### src/rtl/scpr_pkg.sv
// Shared types, constants and codes of the scanline polygon coverage rasterizer.
package scpr_pkg;

    localparam int DEF_MAX_POINTS     = 256;
    localparam int DEF_NODES_PER_LINE = 64;
    localparam int DEF_SPAN_WIDTH     = 256;
    localparam int NODE_LINES         = 32;
    localparam int MAX_CHUNKS         = 32;

    localparam int CMD_W   = 2;
    localparam int COORD_W = 20;
    localparam int ROW_W   = 10;
    localparam int CFG_IW  = 3;
    localparam int CFG_DW  = 11;

    localparam logic [CMD_W-1:0] CMD_CLEAR  = 2'd0;
    localparam logic [CMD_W-1:0] CMD_LOAD   = 2'd1;
    localparam logic [CMD_W-1:0] CMD_RENDER = 2'd2;

    localparam logic [CFG_IW-1:0] CFG_AA_LEVEL = 3'd0;
    localparam logic [CFG_IW-1:0] CFG_CLIP_X   = 3'd1;
    localparam logic [CFG_IW-1:0] CFG_CLIP_Y   = 3'd2;
    localparam logic [CFG_IW-1:0] CFG_CLIP_W   = 3'd3;
    localparam logic [CFG_IW-1:0] CFG_CLIP_H   = 3'd4;

    typedef enum logic [4:0] {
        OP_NONE, OP_ACCEPT, OP_CLR, OP_LINE, OP_SCAN_RD, OP_SCAN_HIT, OP_SCAN_NEXT,
        OP_EDGE_RD, OP_EDGE_LD, OP_EDGE_GEO, OP_EDGE_HIT, OP_MUL1, OP_MUL2, OP_MUL3,
        OP_SUM, OP_DIV_INIT, OP_DIV, OP_SAT, OP_INS_RD, OP_INS_SHIFT, OP_INS_PUT,
        OP_EDGE_NEXT, OP_SP_RD0, OP_SP_RD1, OP_SP_CLAMP, OP_PIX_RD, OP_PIX_WR,
        OP_SP_NEXT, OP_LINE_END, OP_OUT_RD, OP_OUT_ACC, OP_OUT_NEXT
    } dp_op_t;

    typedef enum logic [4:0] {
        ST_IDLE, ST_CLR, ST_LINE, ST_SCAN_CHK, ST_SCAN_WAIT, ST_EDGE_RD, ST_EDGE_LD,
        ST_EDGE_GEO, ST_EDGE_HIT, ST_MUL1, ST_MUL2, ST_MUL3, ST_SUM, ST_DIV_INIT,
        ST_DIV, ST_SAT, ST_INS_CHK, ST_INS_CMP, ST_EDGE_NEXT, ST_SP_CHK, ST_SP_RD1,
        ST_SP_CLAMP, ST_PIX_CHK, ST_PIX_WR, ST_LINE_END, ST_OUT_RD, ST_OUT_ACC,
        ST_OUT_SHOW
    } state_t;

    typedef struct packed {
        logic render_go;
        logic clr_last;
        logic scan_in;
        logic mark;
        logic hit;
        logic div_done;
        logic cr_full;
        logic ins_zero;
        logic ins_gt;
        logic edge_last;
        logic pair_ok;
        logic pix_ok;
        logic last_sub;
        logic byte_last;
        logic chunk_last;
    } dp_status_t;

endpackage

### src/rtl/scpr_ctrl.sv
// Controller state machine of the rasterizer: sequences the datapath operations.
module scpr_ctrl import scpr_pkg::*; (
    input  logic       aclk,
    input  logic       aresetn,
    input  logic       s_valid,
    output logic       s_ready,
    output logic       m_valid,
    input  logic       m_ready,
    input  dp_status_t status,
    output dp_op_t     op
);

    state_t state_reg, state_next;

    always_ff @(posedge aclk) begin
        if (!aresetn) begin
            state_reg <= ST_IDLE;
        end else begin
            state_reg <= state_next;
        end
    end

    always_comb begin
        state_next = state_reg;
        case (state_reg)
            ST_IDLE:      if (s_valid && status.render_go) state_next = ST_CLR;
            ST_CLR:       if (status.clr_last) state_next = ST_LINE;
            ST_LINE:      state_next = ST_SCAN_CHK;
            ST_SCAN_CHK:  state_next = status.scan_in ? ST_SCAN_WAIT : ST_SP_CHK;
            ST_SCAN_WAIT: state_next = status.mark ? ST_EDGE_RD : ST_SCAN_CHK;
            ST_EDGE_RD:   state_next = ST_EDGE_LD;
            ST_EDGE_LD:   state_next = ST_EDGE_GEO;
            ST_EDGE_GEO:  state_next = ST_EDGE_HIT;
            ST_EDGE_HIT:  state_next = ST_MUL1;
            ST_MUL1:      state_next = status.hit ? ST_MUL2 : ST_EDGE_NEXT;
            ST_MUL2:      state_next = ST_MUL3;
            ST_MUL3:      state_next = ST_SUM;
            ST_SUM:       state_next = ST_DIV_INIT;
            ST_DIV_INIT:  state_next = ST_DIV;
            ST_DIV:       if (status.div_done) state_next = ST_SAT;
            ST_SAT:       state_next = status.cr_full ? ST_EDGE_NEXT : ST_INS_CHK;
            ST_INS_CHK:   state_next = status.ins_zero ? ST_EDGE_NEXT : ST_INS_CMP;
            ST_INS_CMP:   state_next = status.ins_gt ? ST_INS_CHK : ST_EDGE_NEXT;
            ST_EDGE_NEXT: state_next = status.edge_last ? ST_SCAN_CHK : ST_EDGE_RD;
            ST_SP_CHK:    state_next = status.pair_ok ? ST_SP_RD1 : ST_LINE_END;
            ST_SP_RD1:    state_next = ST_SP_CLAMP;
            ST_SP_CLAMP:  state_next = ST_PIX_CHK;
            ST_PIX_CHK:   state_next = status.pix_ok ? ST_PIX_WR : ST_SP_CHK;
            ST_PIX_WR:    state_next = ST_PIX_CHK;
            ST_LINE_END:  state_next = status.last_sub ? ST_OUT_RD : ST_LINE;
            ST_OUT_RD:    state_next = ST_OUT_ACC;
            ST_OUT_ACC:   state_next = status.byte_last ? ST_OUT_SHOW : ST_OUT_RD;
            ST_OUT_SHOW: begin
                if (m_ready) state_next = status.chunk_last ? ST_IDLE : ST_OUT_RD;
            end
            default:      state_next = ST_IDLE;
        endcase
    end

    always_comb begin
        op      = OP_NONE;
        s_ready = 1'b0;
        m_valid = 1'b0;
        case (state_reg)
            ST_IDLE: begin
                s_ready = 1'b1;
                if (s_valid) op = OP_ACCEPT;
            end
            ST_CLR:       op = OP_CLR;
            ST_LINE:      op = OP_LINE;
            ST_SCAN_CHK:  op = OP_SCAN_RD;
            ST_SCAN_WAIT: op = status.mark ? OP_SCAN_HIT : OP_SCAN_NEXT;
            ST_EDGE_RD:   op = OP_EDGE_RD;
            ST_EDGE_LD:   op = OP_EDGE_LD;
            ST_EDGE_GEO:  op = OP_EDGE_GEO;
            ST_EDGE_HIT:  op = OP_EDGE_HIT;
            ST_MUL1:      op = status.hit ? OP_MUL1 : OP_NONE;
            ST_MUL2:      op = OP_MUL2;
            ST_MUL3:      op = OP_MUL3;
            ST_SUM:       op = OP_SUM;
            ST_DIV_INIT:  op = OP_DIV_INIT;
            ST_DIV:       op = OP_DIV;
            ST_SAT:       op = OP_SAT;
            ST_INS_CHK:   op = status.ins_zero ? OP_INS_PUT : OP_INS_RD;
            ST_INS_CMP:   op = status.ins_gt ? OP_INS_SHIFT : OP_INS_PUT;
            ST_EDGE_NEXT: op = OP_EDGE_NEXT;
            ST_SP_CHK:    op = status.pair_ok ? OP_SP_RD0 : OP_NONE;
            ST_SP_RD1:    op = OP_SP_RD1;
            ST_SP_CLAMP:  op = OP_SP_CLAMP;
            ST_PIX_CHK:   op = status.pix_ok ? OP_PIX_RD : OP_SP_NEXT;
            ST_PIX_WR:    op = OP_PIX_WR;
            ST_LINE_END:  op = OP_LINE_END;
            ST_OUT_RD:    op = OP_OUT_RD;
            ST_OUT_ACC:   op = OP_OUT_ACC;
            ST_OUT_SHOW: begin
                m_valid = 1'b1;
                if (m_ready) op = OP_OUT_NEXT;
            end
            default:      op = OP_NONE;
        endcase
    end

endmodule

### config.mk
export PLATFORM = sky130hd
export DESIGN_NAME = scpr_ctrl
export DESIGN_NICKNAME = d
export VERILOG_FILES = /design/src/rtl/scpr_pkg.sv /design/src/rtl/scpr_ctrl.sv
export SDC_FILE = /design/constraint.sdc
export NUM_CORES = 1
export LEC_CHECK = 0
export BUFFER_PORTS_ARGS = -buffer_cell sky130_fd_sc_hd__buf_2
export CAP_MARGIN = 20
export CORE_UTILIZATION = 41
export CTS_BUF_LIST = sky130_fd_sc_hd__clkbuf_8
export DETAILED_ROUTE_END_ITERATION = 10
export GPL_ROUTABILITY_DRIVEN = 0
export SLEW_MARGIN = 20
export SYNTH_ARGS = -nofsm -noshare
export SYNTH_HDL_FRONTEND = slang
export SYNTH_SLANG_ARGS = --single-unit
### constraint.sdc
create_clock -name aclk -period 2.11 [get_ports aclk]
set_input_delay 0.5275 -clock aclk [delete_from_list [all_inputs] [get_ports aclk]]
set_output_delay 0.5275 -clock aclk [all_outputs]
set_load 0.05 [all_outputs]
==> flow_summary.toml, run 1 <==
[flow_run]
max_cap_viol_count = 0

[yosys]
yosys.cell_count.top_type = "sky130_fd_sc_hd__nand2_1"
portion_of_the_post_synthesis_area_used_by_sequential_elements = 0.0971
ys.flop_type = "sky130_fd_sc_hd__dfxtp_1"
ys.warnings.count = 0
synth_cell_types = 47
syn_area_per_cell_sq_um = 6.17
synth_largest_area_cell = "sky130_fd_sc_hd__dfxtp_1"
synthesis.instances = 167
synthesis.nets = 186
synth-seq-cells = 5
synth_enable_flop_cells = 0
synth_top_area_frac = 0.0971
post_synth_top_cells = "20 x sky130_fd_sc_hd__nand2_1, 18 x sky130_fd_sc_hd__o21ai_0, 17 x sky130_fd_sc_hd__a21oi_1, 11 x sky130_fd_sc_hd__nor2_1"
asyncSetResetFlopFracSynth = 0
mappedNetlistArea_sq_um = 1030
synth_top_cells_by_area = "sky130_fd_sc_hd__dfxtp_1 9.7%, sky130_fd_sc_hd__o21ai_0 8.7%, sky130_fd_sc_hd__a21oi_1 8.3%"

[global_routing]
number_of_global_route_vias_before_repair = 1614
grt_first_pass_wirelength_um = 7720
grt_antenna_before_repair = 0
grt.total_usage = 0.391
grt_residual_overflow = 0
grt_max_degree = 20

[finish]
finish.utilization = 0.904
final_area_sq_um = 2080
finalNetCount = 279
antenna_cells_inserted = 0
area_growth_syn_to_layout_pct = 101
fraction_of_final_layout_cells_sized_beyond_drive_strength_1 = 0.583
largest_register_ff_count = 5

[floorplanning]
die_height_um = 52.1
core.rowCount = 17
die_area_sq_um = 2720
io_pins = 26
starting_density = 0.449
design.core.area_sq_um = 2300
die_width_um = 52.1

[cts]
htreeDepth = 1
cts_made_buffers = 3
cts_num_sinks = 5
clk_path_buf_depth = 2
cts.reportedPaths.clkPinSlew_ps = 40
cts-hold-fix-buffers = 0
tritoncts = "yes"
clock_insertion_delay_worst_skew_ps = 230
clock-root-buffer = "sky130_fd_sc_hd__clkbuf_8"

[critical_path]
critical_path_arrival_ps = 2030
rr_worst_depth = 15
crit-reg2reg-capture = "state_reg[1]"
r2r_start = "state_reg[2]"
worst_setup_path_end_kind = "output port"
cpPeakStageDelay_ps = 440
required_ps = 1580
worst_path_most_repeated_cell = "sky130_fd_sc_hd__nor2_1"
critical_path_peak_fanout = 5
critical_path.top_delay_family = "simple AND/OR/NAND/NOR gates"
count_of_buffering_cells_on_the_critical_path_with_inverters_included = 3
start_to_end_type_of_the_worst_setup_path = "reg -> out"
timing.critical_path.cells = "buf_6 -> buf_4 -> nor2_1 -> nor2_1 -> a21oi_1 -> o21ai_1 -> or4_4 -> buf_8"
cp_slowest_cell = "sky130_fd_sc_hd__or4_4"
startpoint_type = "flip-flop"
reg2reg_slack_ps = -320

[placement]
io_buffers = 25
dp_hpwl_um = 3290
detailedPlace.worstSlack_ps = -232
instance_area_after_placement_sq_um = 1480

[sta]
worst_clock_skew_ps = 9.09
fin_hold_ws_ps = 608
endpoints_failing_setup = 6
layout_min_cycle_time_ps = 2560
final_critical_path_setup_slack_ps = -449
rsz0062_at_grt = "yes"
finalHoldViolCount = 0
post_route_clock_period_utilization = 1.21
fmax_ghz = 0.391
worstMarginPinSlew_ps = 502
finalSetupTns_ps = -1190
finalMaxSlewViolations = 0
maxSlewHeadroom = 0.661

[pwr]
seq_power_share = 0.091
p_comb_frac = 0.800
p_int_w = 0.000896
power.clock.fraction = 0.109
total_switching_power_w = 0.000788
peakVddDrop_uv = 902
sw_frac_of_total = 0.468
power_per_cell_area_nw_per_um2 = 811
power_leakage_nw = 0.892

[detailed_routing]
post_detailed_route_wirelength_per_cell_um = 23.8
totalWireLength_um = 6840
drt_pass_1_iters = 6
vias_per_cell = 7.01
post-route-drc-count = 0
drtIter0Drc = 283
dr_total_vias = 2013
drtAntennaViolNets = 0

[outcome]
status = "finished, violations left"
violations = "setup timing"

[min_path]
min_delay_path_depth = 2
worstHoldStart = "aresetn"
min_to = "state_reg[3]"
min-delay-path-class = "in -> reg"
-- power by group through the flow --
stage,Clock [W],Combinational (W),Sequential [W]
2_1_floorplan,0,0.000497,0.000112
3_3_place_gp,0,0.000747,0.000145
3_5_place_dp,0,0.000753,0.000143
4_1_cts,0.000176,0.00101,0.000148
5_1_grt,0.000184,0.00140,0.000157
6_report,0.000183,0.00135,0.000153
-- logic make-up (layout without fill, tap and decap cells) --
group	count (synthesis)	after routing	synth area share
buf+inv	21	113	0.106
mux	1	1	0.00971
xor+xnor	1	1	0.00850
simple gates	74	74	0.375
flops	5	5	0.0971
compound gates	65	65	0.404
-- worst max path at each step --
stage | endpoint | slack, ps | cells past startpoint | from
3_3_place_gp | op[1] | -180 | 6 | state_reg[2]
6_report | op[1] | -450 | 8 | state_reg[2]
2_1_floorplan | op[3] | -150 | 5 | state_reg[3]
5_1_grt | op[1] | -700 | 8 | state_reg[2]
3_5_place_dp | op[1] | -230 | 6 | state_reg[2]
4_1_cts | op[1] | -190 | 7 | state_reg[0]
-- layout make-up --
type / instances / area [sq um]
multi-input combinational: 141 / 1020
timing repair buffer: 102 / 820
tap: 28 / 35.0
clock buffer: 3 / 41.3
fill: 89 / 221
inverter: 7 / 40.0
sequential: 5 / 119
clock inverter: 1 / 3.75
-- cells in the final DEF (no fill, tap or decap), types with 3 or more instances in the layout --
cell type and n:
sky130_fd_sc_hd__a21oi_1 14, sky130_fd_sc_hd__nor2_1 9, sky130_fd_sc_hd__buf_8 4, sky130_fd_sc_hd__buf_2 20
sky130_fd_sc_hd__o21ai_2 4, sky130_fd_sc_hd__o21ai_1 3, sky130_fd_sc_hd__clkbuf_8 3, sky130_fd_sc_hd__o21ai_0 11
sky130_fd_sc_hd__nor3_1 6, sky130_fd_sc_hd__o211ai_1 3, sky130_fd_sc_hd__nor2b_1 4, sky130_fd_sc_hd__nand2_1 16
sky130_fd_sc_hd__nand2b_4 5, sky130_fd_sc_hd__buf_4 62, sky130_fd_sc_hd__a31oi_1 4, sky130_fd_sc_hd__nor2b_4 3
sky130_fd_sc_hd__inv_1 4, sky130_fd_sc_hd__o22ai_1 3, sky130_fd_sc_hd__o32ai_1 3, sky130_fd_sc_hd__nand3_1 6
sky130_fd_sc_hd__buf_6 13, sky130_fd_sc_hd__dfxtp_4 5
-- timing repair --
item / CTS / global route
setup endpoints to repair: 6 / 6
resized for setup: 37 / 52
buffers inserted: 14 / 20
pin swaps: 4 / 16
-- per-layer routing --
| metal | up-vias | track usage | share of wire |
|---|---|---|---|
| met5 | - | 0 | 0 |
| met4 | 0 | 0.237 | 0.081 |
| met3 | 81 | 0.0906 | 0.16 |
| met2 | 250 | 0.645 | 0.43 |
| met1 | 874 | 0.451 | 0.33 |
| li1 | 808 | - | - |
-- metrics by stage --
stage	std cells	power [W]
finish	287	0.00168
global route	287	0.00174
CTS	268	0.00133
detailed placement	250	0.000896
global placement	250	0.000892
floorplan	167	0.000609
-- worst reg2reg max path: cells and delay by family, from the launching register on --
family	cells	cell delay [ps]
buffers and inverters	12	1610
DFF	1	370
AOI/OAI and AO/OA	2	240
and+or+nand+nor	1	150
Power figures use the tool's default switching activity.
==> run 2, diff against run 1 <==
Settings changed: PLACE_DENSITY from default to 0.67.
Clock period 2.11 ns to 2.2 ns, I/O delays scaled along.
==> run 2 against run 1 <==
Effect of this change:
- the run still ends with setup timing left
- sequential cell count unchanged
- first-iteration DRC count shrank 36%
- die area stayed put
- worst setup slack improved by 190 ps
- worst hold slack got worse by 6.2 ps
- clock-buffer cell count is the same
- global-route usage is 0.70 points higher
- cell count shrank 7.0%
- sequential share of layout area increased by 0.50 points
==> flow_summary.toml, run 2 (synthesis gave the netlist of run 1 again) <==
[sta]
maxSlewHeadroom = 0.677
post_route_clock_period_utilization = 1.12
finalMaxSlewViolations = 0
layout_min_cycle_time_ps = 2460
fmax_ghz = 0.407
finalHoldViolCount = 0
final_critical_path_setup_slack_ps = -256
endpoints_failing_setup = 3
worstMarginPinSlew_ps = 479
worst_clock_skew_ps = 4.99
finalSetupTns_ps = -501
rsz0062_at_grt = "yes"

[floorplanning]
starting_density = 0.449
core.rowCount = 17
die_area_sq_um = 2720
io_pins = 26
design.core.area_sq_um = 2300
die_height_um = 52.1
die_width_um = 52.1

[detailed_routing]
highest-signal-layer = "met4"
drt_pass_1_iters = 8
dr_wl_met3_um = 764
drtAntennaViolNets = 0
drtIter0Drc = 182
wirelength_met1_um = 2000
vias_per_cell = 6.98
totalWireLength_um = 5680
detailroute.wirelength.met2_um = 2440
post_detailed_route_wirelength_per_cell_um = 21.3
post-route-drc-count = 0
dr_total_vias = 1863

[critical_path]
r2r_start = "state_reg[2]"
required_ps = 1650
worst_setup_path_end_kind = "output port"
startpoint_type = "flip-flop"
crit-reg2reg-capture = "state_reg[0]"
cpPeakStageDelay_ps = 380
timing.critical_path.cells = "buf_6 -> buf_4 -> nor2_1 -> a31oi_1 -> o31ai_2 -> or3_4 -> buf_8"
critical_path_arrival_ps = 1910
critical_path_peak_fanout = 8
start_to_end_type_of_the_worst_setup_path = "reg -> out"
rr_worst_depth = 8
reg2reg_slack_ps = 200
count_of_buffering_cells_on_the_critical_path_with_inverters_included = 3
cp_slowest_cell = "sky130_fd_sc_hd__dfxtp_4"
critical_path.top_delay_family = "simple AND/OR/NAND/NOR gates"

[cts]
cts-hold-fix-buffers = 0
cts_made_buffers = 3
clock_insertion_delay_worst_skew_ps = 230
cts.reportedPaths.clkPinSlew_ps = 40
clock-root-buffer = "sky130_fd_sc_hd__clkbuf_8"
tritoncts = "yes"
htreeDepth = 1
clk_path_buf_depth = 2
cts_num_sinks = 5

[finish]
finish.utilization = 0.813
nFillCells = 139
final_area_sq_um = 1870
mostFrequentLayoutCells = "44 x sky130_fd_sc_hd__buf_4, 20 x sky130_fd_sc_hd__buf_2, 18 x sky130_fd_sc_hd__nand2_1"
largest_register_ff_count = 5
finalNonFillerCells = 267
antenna_cells_inserted = 0
mostFrequentLayoutCell = "sky130_fd_sc_hd__buf_4"
area_growth_syn_to_layout_pct = 81.2
finalNetCount = 259
fraction_of_final_layout_cells_sized_beyond_drive_strength_1 = 0.531

[global_routing]
number_of_global_route_vias_before_repair = 1676
grt_max_degree = 14
grt_antenna_before_repair = 0
grt_first_pass_wirelength_um = 7990
grt_residual_overflow = 0
grt.total_usage = 0.398

[placement]
numPlacedInstances = 252
instance_area_after_placement_sq_um = 1500
dp_hpwl_um = 3280
io_buffers = 25

[outcome]
status = "finished, violations left"
violations = "setup timing"

[min_path]
min_delay_path_depth = 2
min-delay-path-class = "in -> reg"
min_to = "state_reg[3]"
worstHoldStart = "aresetn"

[pwr]
power_leakage_nw = 0.788
power_per_cell_area_nw_per_um2 = 759
peakVddDrop_uv = 606

[flow_run]
max_cap_viol_count = 0
[run 2: cell count changes in the layout (fill, tap and decap cells not counted), sizes merged]
cell	before	now
buf	101	82
inv	7	8
clkinvlp	1	0
clkbuf	4	3
[run 2: stage by stage]
stage	total power [W]	hold slack, ps	setup WS (ps)
final	0.00142	602	-256
after global routing	0.00147	604	-382
after CTS	0.00123	592	-129
after detailed placement	0.000856	733	-135
after global placement	0.000852	677	-114
after floorplan	0.000584	642	-84.7
[run 2: layout make-up]
| cell class | count | area (sq um) | share of cell area |
|---|---|---|---|
| Multi-Input combinational cell | 141 | 970 | 0.519 |
| Timing Repair Buffer | 82 | 671 | 0.359 |
| Sequential cell | 5 | 116 | 0.0623 |
| Clock buffer | 3 | 41.3 | 0.0221 |
| Tap cell | 28 | 35.0 | 0.0188 |
| Inverter | 7 | 31.3 | 0.0167 |
| Clock inverter | 1 | 3.75 | 0.00201 |
[run 2: worst max path at each step]
| stage | slack [ps] | startpoint | to | cells past startpoint |
|---|---|---|---|---|
| floorplan | -80 | state_reg[3] | op[3] | 5 |
| finish | -260 | state_reg[3] | op[0] | 7 |
| global route | -380 | state_reg[3] | op[0] | 7 |
| CTS | -130 | state_reg[0] | op[1] | 7 |
| global placement | -110 | state_reg[0] | op[2] | 7 |
| detailed placement | -140 | state_reg[0] | op[2] | 7 |
[run 2: worst reg2reg max path: stages, from the launching register on]
cell and delay, ps:
sky130_fd_sc_hd__dfxtp_4 360, sky130_fd_sc_hd__buf_6 130, sky130_fd_sc_hd__or2_1 250, sky130_fd_sc_hd__buf_4 140
sky130_fd_sc_hd__buf_4 150, sky130_fd_sc_hd__a2111oi_2 450, sky130_fd_sc_hd__a2bb2oi_1 170, sky130_fd_sc_hd__nand3_1 120
sky130_fd_sc_hd__o21ai_0 90
[run 2: what timing repair did]
action | 4_1_cts | 5_1_grt
resized for setup | 48 | 21
setup endpoints to repair | 6 | 4
buffers inserted | 4 | 7
pin swaps | 7 | 10
[run 2: power breakdown]
part | switching (W) | internal [W] | total (W)
registers | 0.0000401 | 0.000107 | 0.000148
clock network | 0.0000577 | 0.000121 | 0.000178
logic | 0.000566 | 0.000526 | 0.00109
[run 2: layer usage]
layer | GRT usage | up-vias
li1 | - | 766
met1 | 0.470 | 828
met2 | 0.618 | 194
met3 | 0.117 | 75
met4 | 0.259 | 0
met5 | 0 | -
